===== config.mk =====
export PLATFORM = sky130hd
export DESIGN_NAME = mhs_ctrl
export DESIGN_NICKNAME = d
export VERILOG_FILES = /design/src/rtl/core/mhs_pkg.sv /design/src/rtl/core/mhs_ctrl.sv
export SDC_FILE = /design/constraint.sdc
export NUM_CORES = 1
export LEC_CHECK = 0
export BUFFER_PORTS_ARGS = -buffer_cell sky130_fd_sc_hd__buf_2
export CORE_UTILIZATION = 45
export DETAILED_ROUTE_END_ITERATION = 7
export PLACE_DENSITY = 0.68
export SYNTH_ARGS = -nofsm -noshare
export SYNTH_HDL_FRONTEND = slang
export SYNTH_SLANG_ARGS = --single-unit

===== constraint.sdc =====
create_clock -name i_clk -period 2.7 [get_ports i_clk]
set_input_delay 0.27 -clock i_clk [delete_from_list [all_inputs] [get_ports i_clk]]
set_output_delay 0.27 -clock i_clk [all_outputs]
set_load 0.02 [all_outputs]

===== src/rtl/core/mhs_pkg.sv =====
`default_nettype none

package mhs_pkg;

    // Default sizes, handed to the top level parameters
    localparam int MAX_KMER_D   = 32;
    localparam int MAX_SKETCH_D = 64;
    localparam int MAX_SLOTS_D  = 256;

    // Hash constants
    localparam logic [63:0] HASH_SEED = 64'd314159265;
    localparam logic [63:0] MM_C1     = 64'h87c37b91114253d5;
    localparam logic [63:0] MM_C2     = 64'h4cf5ad432745937f;
    localparam logic [63:0] FM_C1     = 64'hff51afd7ed558ccd;
    localparam logic [63:0] FM_C2     = 64'hc4ceb9fe1a85ec53;
    localparam logic [63:0] H1_ADD    = 64'h0000000052dce729;
    localparam logic [63:0] H2_ADD    = 64'h0000000038495ab5;

    // Datapath operations
    typedef enum logic [4:0] {
        OP_NONE,
        OP_TAKE,
        OP_H_INIT,
        OP_H_LOAD,
        OP_MUL,
        OP_ROT_K1,
        OP_ROT_K2,
        OP_H1_A,
        OP_H1_B,
        OP_H2_A,
        OP_H2_B,
        OP_XOR_K,
        OP_LEN,
        OP_ADD21,
        OP_SHX,
        OP_FIN,
        OP_I_START,
        OP_I_NEXT,
        OP_I_SPLIT,
        OP_I_SHIFT,
        OP_I_APPEND,
        OP_C_START,
        OP_C_WR,
        OP_Q_INIT,
        OP_Q_LOAD,
        OP_Q_STEP,
        OP_Q_CMP,
        OP_RES
    } t_op;

    // Multiplier operand register and constant
    typedef enum logic [1:0] {MS_K1, MS_K2, MS_H1, MS_H2} t_msel;
    typedef enum logic [1:0] {CS_C1, CS_C2, CS_F1, CS_F2} t_csel;

    typedef struct packed {
        t_op        op;
        t_msel      msel;
        t_csel      csel;
        logic [1:0] ph;
    } t_cmd;

    typedef struct packed {
        logic win_full;
        logic blk_left;
        logic at_end;
        logic room;
        logic shifting;
        logic lt;
        logic eq;
        logic full;
        logic slots_done;
        logic m_end;
        logic out_busy;
        logic kind;
        logic last;
    } t_stat;

endpackage

`default_nettype wire


===== src/rtl/core/mhs_ctrl.sv =====
`default_nettype none

module mhs_ctrl
    import mhs_pkg::*;
(
    input  wire logic  i_clk,
    input  wire logic  i_rst_n,
    input  wire logic  i_in_valid,
    output logic       o_in_ready,
    input  wire t_stat i_stat,
    output t_cmd       o_cmd
);

    typedef enum logic [4:0] {
        S_IDLE, S_CHK, S_HINIT, S_HLOAD, S_HBLK, S_HTAIL, S_IST, S_IRD, S_IEV,
        S_END, S_CRD, S_CWR, S_QSZ, S_QLD, S_QRD, S_QEV, S_QCMP, S_RES
    } t_state;

    typedef struct packed {
        t_op   op;
        t_msel msel;
        t_csel csel;
        logic  fin;
    } t_ustep;

    t_state     r_state, n_state;
    logic [4:0] r_upc, n_upc;
    logic [1:0] r_ph, n_ph;
    t_ustep     us;

    function automatic t_ustep mk(input t_op op, input t_msel ms, input t_csel cs,
                                  input logic fin);
        t_ustep s;
        s.op   = op;
        s.msel = ms;
        s.csel = cs;
        s.fin  = fin;
        return s;
    endfunction

    // Mixing of one full 16-byte block
    function automatic t_ustep blk_step(input logic [4:0] upc);
        t_ustep s;
        case (upc)
            5'd0:    s = mk(OP_MUL, MS_K1, CS_C1, 1'b0);
            5'd1:    s = mk(OP_ROT_K1, MS_K1, CS_C1, 1'b0);
            5'd2:    s = mk(OP_MUL, MS_K1, CS_C2, 1'b0);
            5'd3:    s = mk(OP_H1_A, MS_K1, CS_C1, 1'b0);
            5'd4:    s = mk(OP_H1_B, MS_K1, CS_C1, 1'b0);
            5'd5:    s = mk(OP_MUL, MS_K2, CS_C2, 1'b0);
            5'd6:    s = mk(OP_ROT_K2, MS_K2, CS_C1, 1'b0);
            5'd7:    s = mk(OP_MUL, MS_K2, CS_C1, 1'b0);
            5'd8:    s = mk(OP_H2_A, MS_K2, CS_C1, 1'b0);
            default: s = mk(OP_H2_B, MS_K2, CS_C1, 1'b1);
        endcase
        return s;
    endfunction

    // Tail bytes, length fold and final avalanche
    function automatic t_ustep tail_step(input logic [4:0] upc);
        t_ustep s;
        case (upc)
            5'd0:    s = mk(OP_MUL, MS_K2, CS_C2, 1'b0);
            5'd1:    s = mk(OP_ROT_K2, MS_K2, CS_C1, 1'b0);
            5'd2:    s = mk(OP_MUL, MS_K2, CS_C1, 1'b0);
            5'd3:    s = mk(OP_MUL, MS_K1, CS_C1, 1'b0);
            5'd4:    s = mk(OP_ROT_K1, MS_K1, CS_C1, 1'b0);
            5'd5:    s = mk(OP_MUL, MS_K1, CS_C2, 1'b0);
            5'd6:    s = mk(OP_XOR_K, MS_K1, CS_C1, 1'b0);
            5'd7:    s = mk(OP_LEN, MS_K1, CS_C1, 1'b0);
            5'd8:    s = mk(OP_ADD21, MS_K1, CS_C1, 1'b0);
            5'd9:    s = mk(OP_SHX, MS_K1, CS_C1, 1'b0);
            5'd10:   s = mk(OP_MUL, MS_H1, CS_F1, 1'b0);
            5'd11:   s = mk(OP_MUL, MS_H2, CS_F1, 1'b0);
            5'd12:   s = mk(OP_SHX, MS_K1, CS_C1, 1'b0);
            5'd13:   s = mk(OP_MUL, MS_H1, CS_F2, 1'b0);
            5'd14:   s = mk(OP_MUL, MS_H2, CS_F2, 1'b0);
            5'd15:   s = mk(OP_SHX, MS_K1, CS_C1, 1'b0);
            default: s = mk(OP_FIN, MS_K1, CS_C1, 1'b1);
        endcase
        return s;
    endfunction

    assign o_in_ready = (r_state == S_IDLE);

    // Next state and command
    always_comb begin
        n_state     = r_state;
        n_upc       = r_upc;
        n_ph        = r_ph;
        us          = (r_state == S_HBLK) ? blk_step(r_upc) : tail_step(r_upc);
        o_cmd.op    = OP_NONE;
        o_cmd.msel  = MS_K1;
        o_cmd.csel  = CS_C1;
        o_cmd.ph    = r_ph;
        case (r_state)
            S_IDLE: begin
                if (i_in_valid) begin
                    o_cmd.op = OP_TAKE;
                    n_state  = S_CHK;
                end
            end
            S_CHK: begin
                n_state = i_stat.win_full ? S_HINIT : S_END;
            end
            S_HINIT: begin
                o_cmd.op = OP_H_INIT;
                n_state  = S_HLOAD;
            end
            S_HLOAD: begin
                o_cmd.op = OP_H_LOAD;
                n_state  = i_stat.blk_left ? S_HBLK : S_HTAIL;
            end
            S_HBLK, S_HTAIL: begin
                o_cmd.op   = us.op;
                o_cmd.msel = us.msel;
                o_cmd.csel = us.csel;
                if (us.op == OP_MUL && r_ph != 2'd3) begin
                    n_ph = r_ph + 2'd1;
                end else begin
                    n_ph = 2'd0;
                    if (us.fin) begin
                        n_upc   = 5'd0;
                        n_state = (r_state == S_HBLK) ? S_HLOAD : S_IST;
                    end else begin
                        n_upc = r_upc + 5'd1;
                    end
                end
            end
            S_IST: begin
                o_cmd.op = OP_I_START;
                n_state  = S_IRD;
            end
            S_IRD: begin
                if (i_stat.at_end) begin
                    if (i_stat.room) begin
                        o_cmd.op = OP_I_APPEND;
                    end
                    n_state = S_END;
                end else begin
                    n_state = S_IEV;
                end
            end
            S_IEV: begin
                n_state = S_IRD;
                if (i_stat.shifting) begin
                    o_cmd.op = OP_I_SHIFT;
                end else if (i_stat.lt) begin
                    o_cmd.op = OP_I_NEXT;
                end else if (i_stat.eq) begin
                    n_state = S_END;
                end else begin
                    o_cmd.op = OP_I_SPLIT;
                end
            end
            S_END: begin
                if (!i_stat.last) begin
                    n_state = S_IDLE;
                end else if (i_stat.kind) begin
                    o_cmd.op = OP_Q_INIT;
                    n_state  = S_QSZ;
                end else if (i_stat.full) begin
                    n_state = S_RES;
                end else begin
                    o_cmd.op = OP_C_START;
                    n_state  = S_CRD;
                end
            end
            S_CRD: begin
                n_state = i_stat.at_end ? S_RES : S_CWR;
            end
            S_CWR: begin
                o_cmd.op = OP_C_WR;
                n_state  = S_CRD;
            end
            S_QSZ: begin
                n_state = i_stat.slots_done ? S_RES : S_QLD;
            end
            S_QLD: begin
                o_cmd.op = OP_Q_LOAD;
                n_state  = S_QRD;
            end
            S_QRD: begin
                n_state = i_stat.m_end ? S_QCMP : S_QEV;
            end
            S_QEV: begin
                o_cmd.op = OP_Q_STEP;
                n_state  = S_QRD;
            end
            S_QCMP: begin
                o_cmd.op = OP_Q_CMP;
                n_state  = S_QSZ;
            end
            S_RES: begin
                if (!i_stat.out_busy) begin
                    o_cmd.op = OP_RES;
                    n_state  = S_IDLE;
                end
            end
            default: begin
                n_state = S_IDLE;
            end
        endcase
    end

    // Hold state and program counters
    always_ff @(posedge i_clk) begin
        if (!i_rst_n) begin
            r_state <= S_IDLE;
            r_upc   <= 5'd0;
            r_ph    <= 2'd0;
        end else begin
            r_state <= n_state;
            r_upc   <= n_upc;
            r_ph    <= n_ph;
        end
    end

endmodule

`default_nettype wire


==> impl_metrics.tcl <==
set metrics [dict create \
    leakage_nw 0.980 \
    synth_xor_area_share_pct 0.476 \
    required_ps 2870 \
    worst_slew_pin_slew_ps 507 \
    place_congestion 0.940 \
    synth_top_family_by_area "simple AND/OR/NAND/NOR gates" \
    start_util_pct 48.5 \
    finalClockSkew_ps 4.48 \
    drtAntennaViolNets 0 \
    max_freq_mhz 391 \
    path_clk_slew_ps 90 \
    cts_hold_buf 0 \
    async_flop_share_pct 0 \
    antenna_found_initial 0 \
    finalInstanceArea_um2 2160 \
    synth_top_cell_area_share_pct 28.3 \
    cts_buffers 3 \
    grt_overflow 0 \
    clock_path_buffers 2 \
    netlist_area_um2 1840 \
    syn_avg_cell_area_um2 7.71 \
    peakVddDrop_mv 0.521 \
    crit_fanout 10 \
    fill_cells 364 \
    diodes 0 \
    hold_violations 0 \
    nNetsFinal 292 \
    final_util_pct 56.9 \
    cp_slowest_cell "nor4_4" \
    relSlewSlack_pct 66.1 \
    grt_max_degree 22 \
    gr-usage-all-layers_pct 23.1 \
    crit_family "simple AND/OR/NAND/NOR gates" \
    boundaryPins 28 \
    ys.flop_type "dfxtp_1" \
    rsz0062_at_grt "no" \
    placed_area_um2 2050 \
    viasPerCell 5.70 \
    rows 22 \
    status "complete, no violations" \
    ys_types 55 \
    ys_warn_count 0 \
    rrSetupSlack_ps 140 \
    reg2reg_from "r_ph[0]" \
    wl_per_cell_um 15.1 \
    synth-compound-area-share_pct 25.5 \
    drt_iter0_drc 175 \
    drc 0 \
    hold_depth 2 \
    ys_seq_elements 26 \
    core_um2 3800 \
    dieWidth_um 66.0 \
    cts_tree "built" \
    htreeDepth 1 \
    die-area_um2 4350 \
    die_y_um 66.0 \
    cp.arrival_ps 2730 \
    cts_root_buf "clkbuf_8" \
    ys_seq_area_share_pct 28.3 \
    critPathCaptureType "register" \
    numPlacedInstances 311 \
    crit_chain "ha_1 > or2_2 > nor4_4 > nor3_4 > nand2b_1 > a21o_2 > ha_4 > inv_1 > o311a_1" \
    setup_slack_ps 140 \
    area_growth_pct 17.4 \
    synth-simple-area-share_pct 28.5 \
    hpwl_mm 3.71 \
    synth_top_cell_by_area "dfxtp_1" \
    setup_tns_ps 0 \
    synth_edf_count 0 \
    hp-class "in2reg" \
    finalPower_mw 1.78 \
    drive_above_1_share_pct 23.9 \
    first_global_vias 1539 \
    cts_sinks 26 \
    firstDrtPassIters 4 \
    maxCapViolCount 0 \
    pre_cts_ws_ps 103 \
    cpPeakStageDelay_ps 370 \
    pwr_density_cell_nw_per_um2 822 \
    syn_nets 262 \
    fin_cells 316 \
    wl_mm 4.78 \
    syn-instance-count 239 \
    worstSkewPairLatency_ps 270 \
    synthMuxAreaShare_pct 5.50 \
    maxSlewViolCount 0 \
    timing.critical_path.buf_inv 1 \
    start_kind "register" \
    yosys.area_share.adder_pct 4.76 \
    vias 1802 \
    hold_slack_ps 340 \
    timing.final.crit_share_pct 94.8 \
    io_buffers 27 \
    rr_worst_depth 9 \
    critical_path_class "reg2reg" \
    report.final.setup_viol 0 \
    synthTopCellsByArea "dfxtp_1 (28%), a21oi_1 (7.1%), o21ai_0 (5.2%), mux2i_1 (4.9%), ha_1 (4.8%)" \
    netlist_top_cells_count "a21oi_1 (26), dfxtp_1 (26), nor2_1 (19), o21ai_0 (19), nand2_1 (15)" \
    grt_pass1_wl_mm 7.64 \
    finalCriticalPeriod_ps 2560 \
    worstHoldStart "i_rst_n" \
]
[per-layer routing]
| layer | vias up | global-route usage (%) | part of all wire [%] |
|---|---|---|---|
| met3 | 5 | 4.83 | 6.6 |
| met1 | 819 | 36.3 | 53 |
| li1 | 915 | - | - |
| met5 | - | 0 | 0 |
| met4 | 0 | 5.59 | 0.75 |
| met2 | 63 | 31.1 | 40 |
[worst max-delay path by stage]
stage | slack, ps | start | end | depth (start not counted)
floorplan | 80 | r_ph[0] | register | 10
global placement | 170 | r_ph[0] | register | 10
detailed placement | 100 | r_ph[0] | register | 10
CTS | 80 | r_ph[0] | register | 10
global route | 10 | r_ph[0] | register | 9
finish | 140 | r_ph[0] | register | 9
[logic make-up (layout without fill, tap and decap cells)]
group           after synthesis  after routing
flops                        26             26
simple gates                 91             91
xor+xnor                      1              1
mux                          10             10
compound gates               75             75
fa+ha+maj                     7              7
buf+inv                      29             58
[layout by cell type (no fill, tap or decap), drive strengths merged, types with 2 or more instances in the layout]
| cell type | count |
|---|---|
| or3 | 2 |
| o21ai | 19 |
| a31oi | 4 |
| inv | 13 |
| and3 | 6 |
| mux2i | 9 |
| nor2 | 19 |
| a21oi | 27 |
| a31o | 3 |
| nor4 | 2 |
| clkbuf | 3 |
| dfxtp | 26 |
| nand2 | 15 |
| or4b | 2 |
| buf | 41 |
| a32oi | 2 |
| or2 | 2 |
| nand2b | 8 |
| nand3 | 7 |
| o21a | 3 |
| nor2b | 6 |
| nor3 | 14 |
| ha | 7 |
| and2 | 3 |
| a211oi | 5 |
[area by class of cell]
class | count | area, µm² | area share (%)
Sequential cell | 26 | 520 | 24.1
Clock inverter | 1 | 30.0 | 1.39
Multi-Input combinational cell | 184 | 1220 | 56.5
Inverter | 13 | 48.8 | 2.26
Clock buffer | 3 | 41.3 | 1.91
Timing Repair Buffer | 41 | 240 | 11.1
Tap cell | 48 | 60.1 | 2.78
[worst reg2reg max path: stages (launching register included)]
cell	delay [ps]
dfxtp_1	340
ha_1	210
or2_2	340
nor4_4	370
nor3_4	110
nand2b_1	160
a21o_2	260
ha_4	290
inv_1	40
o311a_1	330
[where the power goes]
| part | switching [mW] | total (mW) | internal, mW | leakage, nW |
|---|---|---|---|---|
| Sequential | 0.0434 | 0.467 | 0.424 | 0.210 |
| Combinational | 0.620 | 0.990 | 0.370 | 0.734 |
| Clock | 0.122 | 0.321 | 0.198 | 0.0357 |
[repair_timing]
| action | in CTS | in global routing |
|---|---|---|
| gates resized for setup | 0 | 6 |
| setup endpoints to repair | 0 | 5 |
| setup buffers | 0 | 1 |
(Power assumes the default switching activity.)
